**config.mk**
```make
export PLATFORM = sky130hd
export DESIGN_NAME = bfaq_ctrl
export DESIGN_NICKNAME = d
export VERILOG_FILES = /design/src/rtl/core/bfaq_pkg.sv /design/src/rtl/core/bfaq_ctrl.sv
export SDC_FILE = /design/constraint.sdc
export NUM_CORES = 1
export LEC_CHECK = 0
export BUFFER_PORTS_ARGS = -buffer_cell sky130_fd_sc_hd__buf_2
export CAP_MARGIN = 40
export CORE_AREA = 2 2 39 41
export CTS_CLUSTER_DIAMETER = 200
export DETAILED_ROUTE_END_ITERATION = 16
export DIE_AREA = 0 0 41 43
export GPL_ROUTABILITY_DRIVEN = 0
export GPL_TIMING_DRIVEN = 0
export HOLD_SLACK_MARGIN = 0.15
export PLACE_DENSITY_LB_ADDON = 0.1
export SETUP_SLACK_MARGIN = 0.1
export SLEW_MARGIN = 20
export SYNTH_ARGS = -nofsm -noshare
export SYNTH_HDL_FRONTEND = slang
export SYNTH_SLANG_ARGS = --single-unit
```
**constraint.sdc**
```tcl
create_clock -name i_clk -period 3.95 [get_ports i_clk]
set_input_delay 0.5925 -clock i_clk [delete_from_list [all_inputs] [get_ports i_clk]]
set_output_delay 0.5925 -clock i_clk [all_outputs]
set_load 0.05 [all_outputs]
```
**src/rtl/core/bfaq_pkg.sv**
```systemverilog
// Package for the bloom filter add/query block: sizes, register indexes,
// hash constants and the controller/datapath command and status structs.
// No dependencies.
`timescale 1ns / 1ps
`default_nettype none
package bfaq_pkg;
    localparam int MAX_BITS    = 65536;
    localparam int WORD_BITS   = 8;
    localparam int STORE_DEPTH = (MAX_BITS + WORD_BITS - 1) / WORD_BITS;
    localparam int ADDR_W      = $clog2(STORE_DEPTH);
    localparam int BIT_W       = $clog2(MAX_BITS);
    localparam int BC_W        = 17;
    localparam int HR_W        = 6;
    localparam int CFG_IDX_W   = 2;
    localparam int CFG_DATA_W  = 17;

    localparam logic [CFG_IDX_W-1:0] REG_BIT_COUNT   = 2'd0;
    localparam logic [CFG_IDX_W-1:0] REG_HASH_ROUNDS = 2'd1;

    localparam logic [31:0]     DJB2_START     = 32'd5381;
    localparam logic [BC_W-1:0] BC_RESET       = 17'd65536;
    localparam logic [HR_W-1:0] HR_RESET       = 6'd7;
    localparam logic            OP_ADD         = 1'b0;

    typedef struct packed {
        logic clr_en;      // write zero at the clear pointer, advance it
        logic hash_en;     // fold the accepted word into both hashes
        logic hash_clr;    // return hashes to their start values
        logic rounds_init; // round 0, multiple accumulator zero
        logic idx_load;    // form the round index, start the divider
        logic div_step;    // one restoring division step
        logic rd_en;       // read the store word of the current bit
        logic wr_en;       // write back the word with the bit set
        logic next_round;  // advance round counter and multiple
    } t_cmd;

    typedef struct packed {
        logic clr_last;
        logic div_last;
        logic rounds_zero;
        logic round_last;
        logic bit_miss;
    } t_sts;
endpackage
`default_nettype wire

```
**src/rtl/core/bfaq_ctrl.sv**
```systemverilog
// Controller: sequences clearing, hashing, per-round modulo and
// read-modify-write, and strobes the result. Depends on bfaq_pkg.
`timescale 1ns / 1ps
`default_nettype none
module bfaq_ctrl (
    input  wire             i_clk,
    input  wire             i_rst_n,
    input  wire             i_start,
    input  wire             i_opcode,
    input  wire             i_last,
    output logic            o_busy,
    output logic            o_done,
    output logic            o_done_op,
    output logic            o_present,
    output bfaq_pkg::t_cmd  o_cmd,
    input  wire  bfaq_pkg::t_sts i_sts
);
    import bfaq_pkg::*;

    typedef enum logic [2:0] {S_CLEAR, S_IDLE, S_IDX, S_DIV, S_RD, S_RMW} t_state;

    t_state r_state, n_state;
    logic   r_op, n_op, r_done, n_done, r_present, n_present;
    logic   c_accept;

    assign c_accept  = i_start && (r_state == S_IDLE);
    assign o_busy    = (r_state != S_IDLE);
    assign o_done    = r_done;
    assign o_done_op = r_op;
    assign o_present = r_present;

    always_comb begin
        n_state   = r_state;
        n_op      = r_op;
        n_done    = 1'b0;
        n_present = r_present;
        o_cmd     = '0;
        unique case (r_state)
            S_CLEAR: begin
                o_cmd.clr_en = 1'b1;
                if (i_sts.clr_last) n_state = S_IDLE;
            end
            S_IDLE: begin
                if (c_accept) begin
                    o_cmd.hash_en = 1'b1;
                    if (i_last) begin
                        n_op      = i_opcode;
                        n_present = 1'b1;
                        o_cmd.rounds_init = 1'b1;
                        if (i_sts.rounds_zero) begin
                            o_cmd.hash_clr = 1'b1;
                            n_done = 1'b1;
                        end else begin
                            n_state = S_IDX;
                        end
                    end
                end
            end
            S_IDX: begin
                o_cmd.idx_load = 1'b1;
                n_state = S_DIV;
            end
            S_DIV: begin
                o_cmd.div_step = 1'b1;
                if (i_sts.div_last) n_state = S_RD;
            end
            S_RD: begin
                o_cmd.rd_en = 1'b1;
                n_state = S_RMW;
            end
            S_RMW: begin
                o_cmd.wr_en = (r_op == OP_ADD);
                if (r_op != OP_ADD && i_sts.bit_miss) begin
                    n_present = 1'b0;
                    o_cmd.hash_clr = 1'b1;
                    n_done  = 1'b1;
                    n_state = S_IDLE;
                end else if (i_sts.round_last) begin
                    o_cmd.hash_clr = 1'b1;
                    n_done  = 1'b1;
                    n_state = S_IDLE;
                end else begin
                    o_cmd.next_round = 1'b1;
                    n_state = S_IDX;
                end
            end
            default: n_state = S_IDLE;
        endcase
    end

    always_ff @(posedge i_clk) begin
        if (!i_rst_n) begin
            r_state   <= S_CLEAR;
            r_done    <= 1'b0;
            r_op      <= 1'b0;
            r_present <= 1'b1;
        end else begin
            r_state   <= n_state;
            r_done    <= n_done;
            r_op      <= n_op;
            r_present <= n_present;
        end
    end

    a_done_idle: assert property (@(posedge i_clk) disable iff (!i_rst_n)
        r_done |-> r_state == S_IDLE) else $error("result strobe outside idle");
    a_div_hold: assert property (@(posedge i_clk) disable iff (!i_rst_n)
        (r_state == S_DIV && !i_sts.div_last) |=> r_state == S_DIV)
        else $error("divider left early");
    a_miss: assert property (@(posedge i_clk) disable iff (!i_rst_n)
        (r_state == S_RMW && r_op != OP_ADD && i_sts.bit_miss) |=> (r_done && !r_present))
        else $error("query miss not reported");
    a_add_present: assert property (@(posedge i_clk) disable iff (!i_rst_n)
        (r_done && r_op == OP_ADD) |-> r_present) else $error("add reported absent");
endmodule
`default_nettype wire

```
Yosys cells after proc, flatten, opt, wreduce, memory -nomap -nowiden. Index checks and enable logic that the tools add are counted.

Flip-flop bits (word level): 6. Bits of input ports: 10. Output and inout bits: 13. Logic and storage cells: 54.

Equal/unequal tests: 12. Multiplexer cells: 30. Bitwise gates (word level): 1. Reduce and logical (&&, ||, !) cells: 7.

Operators by type and width (count): 3-bit two-way mux (7); 3-bit one-hot mux with 6 select lines (1); 1-bit two-way mux (16); 2-bit inequality test (second input constant) (6); 3-bit by 2-bit equality test with 1-bit output (second input constant) (2); 3-bit equality test (second input constant) (2); 2-bit two-way mux (3); 1-bit one-hot mux with 2 select lines (3); 5-bit AND reduction (1); 4-bit AND reduction (1); 3-bit by 1-bit equality test with 1-bit output (second input constant) (1); 3-bit zero test (1); 3-bit by 1-bit inequality test with 1-bit output (second input constant) (1); 3-bit AND reduction (1); 1-bit logical AND (2); 2-bit nonzero test (1); 1-bit NOT (1).

Logic depth before layout (Yosys ltp).
Depth after elaboration: 4. Depth in mapped cells: 6. Gate-level depth less buffers: 4.

Worst setup path before layout. No wires, ideal clock.

Kind: register -> output. Start point: register r_state[1]. End point: output o_cmd[2] (netlist bit). Data arrival time: 1.674 ns. Data required time: 3.357 ns. Path slack: 1.683 ns. Cell stages (with the launch flop): 3. Path buffers: 1. Cell sequence: dfxtp_1 > buf_6 > nor3b_1.

RTL lines: start: declaration (line bfaq_ctrl.sv:22) `t_state r_state, n_state;`; start signal: assignment (line bfaq_ctrl.sv:98) `r_state <= n_state;`; end: declaration (line bfaq_ctrl.sv:15) `output bfaq_pkg::t_cmd o_cmd,`.

==> run summary <==
The flow ran to the end, and the final reports show no timing, DRC or antenna violations. The number of clock sinks is 6. In this run the worst hold path is classified as reg2reg.

The global-route total usage across every layer came out at 10.75%. The global route total overflow came out at 0. The number of hold-repair buffers added at the cts stage came out at 0. In this run the power density over the cells is 415.3 mW/mm².

The sequential-to-total area share from yosys stat came out at 30.09%. For this run, the leading register cell type out of synthesis is sky130_fd_sc_hd__dfxtp_1. The count of input and output buffers came out at 22. The die extent in x came out at 41 µm. The maximum fanout along the worst path is 10. The multi-input combinational cells in the finished layout cover a total of 229.0 µm². The finished cells cover 551.8 µm². A synthesized cell averages 8.870 µm². TritonCTS built the clock tree. The half-perimeter wire length after detailed placement came out at 695.2 µm.

STA classifies the critical path endpoint as an output port. For this design the top-level I/O count stands at 23. The number of antenna violations at the first check in global routing is 0. For the pin with the worst max-slew slack, the measured transition is 0.2620 ns. The number of resized instances in the post-cts repair step came out at 0. The total vias in the final route came out at 400. The final-report hold violation count came out at 0.

The die height came out at 43 µm. The clock passes through at most 2 buffers. The later pin in the worst-skew pair is clocked with a latency of 0.24 ns. The area growth from synthesis to layout is 38.24%. The fraction of registers with async set or reset after synthesis came out at 0%.

Static timing analysis puts the maximum clock frequency at 0.4430 GHz. After synthesis the cells add up to 399.1 µm². The die area is 0.001763 mm². The largest total area in the synthesized netlist belongs to sky130_fd_sc_hd__dfxtp_1. The setup total negative slack is 0 ns.

The largest vdd supply drop came out at 243.8 µV. The number of nets produced by synthesis is 55. The share of Yosys cell area claimed by the top area cell type is 30.09%. The first global-routing pass estimated 1214 µm of wire. For the finished layout, the period the worst path requires is 2.257 ns. The via density per instance came out at 4.651. The number of buffers added by the clock tree synthesis step is 3.

The depth of the worst register-to-register path is 6. The number of buffers inserted by post-CTS setup repair came out at 0. The clock-pin slew on the worst setup and hold paths is 0.05 ns.

The core region is 0.001384 mm². The number of max-capacitance violations reported is 0. Registers take 120.1 µm². Summed over all cells, the static leakage comes to 0.0002716 µW. After detailed routing, the total wire length is 860 µm. After synthesis, the cell types taking the most area are sky130_fd_sc_hd__dfxtp_1 (30%), sky130_fd_sc_hd__buf_6 (5.6%), sky130_fd_sc_hd__nor2_1 (4.7%), sky130_fd_sc_hd__nor3b_4 (4.7%), sky130_fd_sc_hd__a21oi_1 (3.8%). 0 antenna diodes ended up in the layout. Counting every instance in the synthesized netlist gives 45. STA puts the critical path data required time at 3.36 ns. Cells fill 39.87% of the core in the end. The synthesis-stage register bit count is 6. In this run the number of H-tree levels came out at 1. The via count of the first global-routing pass is 316. The number of violations reported at the end of detailed-routing iteration 0 is 1.

For the worst setup path, the data arrival time is 1.66 ns. The clock tree skew after final layout came out at 0.003577 ns. The max-slew violation count is 0. The detail route stage leaves a number of antenna-violating nets equal to 0. In the final layout, the share of cells above drive strength 1 is 48.57%. The starting density of the core came out at 28.84%. The maximum number of pins on one net before global-route repair came out at 11. The startpoint kind of the worst setup timing path is a flop. Fill cells in the final layout number 150. Leaving out fill and tap cells, the most frequent cell in the layout is sky130_fd_sc_hd__buf_2. The detailed-router iteration count before antenna repair came out at 2. The number of flops mapped to enable cells by yosys is 0. The library cells used most frequently in the layout, excluding fill and tap cells, are sky130_fd_sc_hd__buf_2 (23), sky130_fd_sc_hd__dfxtp_1 (6), sky130_fd_sc_hd__nor2_1 (5), sky130_fd_sc_hd__a21oi_1 (3), sky130_fd_sc_hd__clkbuf_4 (3).

The final-stage net count came out at 82. The worst hold path stage count came out at 2. After detailed routing, the number of remaining DRC violations is 0. The share of the clock period used by the worst path after layout is 57.14%.

The number of warning messages in the yosys log is 0. The number of library cell types mapped by synthesis came out at 26. Once placement finished, the instance area stood at 529.3 µm². After detailed routing, the average wire length per cell comes to 10.00 µm. Setup repair after global routing left no endpoint under its margin. The worst slew slack as a fraction of its limit is 82.43%.

The category of the most critical setup path is reg2out. The final setup violation count came out at 0. The tree is rooted in a sky130_fd_sc_hd__clkbuf_4. After floorplanning, the core was divided into 14 placement rows.
[critical path, stage by stage, from the launching register on]
cell	delay, ns
sky130_fd_sc_hd__dfxtp_1	0.30
sky130_fd_sc_hd__buf_6	0.13
sky130_fd_sc_hd__nor3b_4	0.23
sky130_fd_sc_hd__and3_1	0.18
sky130_fd_sc_hd__buf_4	0.13
sky130_fd_sc_hd__o2bb2ai_2	0.10
sky130_fd_sc_hd__buf_4	0.11
sky130_fd_sc_hd__buf_2	0.24
[worst paths after layout]
check                                start         to  slack (ns)
worst min register to register   o_present  o_present        0.49
worst min-delay path             o_present  o_present        0.49
worst max register to register  r_state[2]  o_done_op        2.63
worst max-delay path            r_state[2]   o_cmd[6]        1.69
[sequential cells by signal, indices dropped and copies added (netlist names)]
register and count:
r_state 3, o_done 1, o_done_op 1, o_present 1
[through the flow]
| stage | hold slack [ns] | worst slack, ns | instances | total power [µW] |
|---|---|---|---|---|
| after floorplan | 0.6092 | 1.683 | 45 | 152.9 |
| after global placement | 0.4823 | 1.917 | 83 | 174.7 |
| after detailed placement | 0.4796 | 1.922 | 83 | 174.5 |
| after CTS | 0.4925 | 1.660 | 86 | 234.3 |
| after global routing | 0.5235 | 1.558 | 86 | 245.1 |
| final | 0.4927 | 1.693 | 86 | 229.2 |
[cells in the mapped netlist (2+ instances only)]
cell                       instances
sky130_fd_sc_hd__dfxtp_1           6
sky130_fd_sc_hd__nor3b_1           2
sky130_fd_sc_hd__nand2_1           2
sky130_fd_sc_hd__a21oi_1           3
sky130_fd_sc_hd__nand3b_1          2
sky130_fd_sc_hd__inv_1             2
sky130_fd_sc_hd__buf_4             2
sky130_fd_sc_hd__o22ai_1           2
sky130_fd_sc_hd__buf_6             2
sky130_fd_sc_hd__nor2_1            5
sky130_fd_sc_hd__and2_1            2
[cells by family (layout without fill, tap and decap cells)]
group,count (synthesis),after routing,share of synthesized area (%)
and+or+nand+nor,20,20,34.80
xor gates and xnor gates,1,1,2.195
muxes,1,1,2.508
AOI/OAI and AO/OA,10,10,17.87
buffers and inverters,7,32,12.54
DFF,6,6,30.10
[report_power, final]
part	leakage (µW)	switching, µW	internal (µW)
Sequential	0.0000489	3.60	65.4
Combinational	0.000209	67.2	36.1
Clock	0.0000138	22.4	34.4
[routing by layer]
metal | track usage (%) | vias to the layer above | wire, µm | part of all wire (%)
li1 | - | 209 | - | -
met1 | 12.26 | 170 | 376 | 44
met2 | 15.00 | 21 | 367 | 43
met3 | 9.424 | 0 | 116 | 13
met4 | 2.000 | 0 | 0 | 0
met5 | 0 | - | 0 | 0
[area by class of cell]
type,count,area share (%)
clock buffers,3,4.082
repair buffers,22,19.95
inverters,2,1.361
well taps,16,3.628
flip-flops and latches,6,21.77
multi-input cells,32,41.50
plain buffers,5,7.710
(Power assumes the default switching activity.)
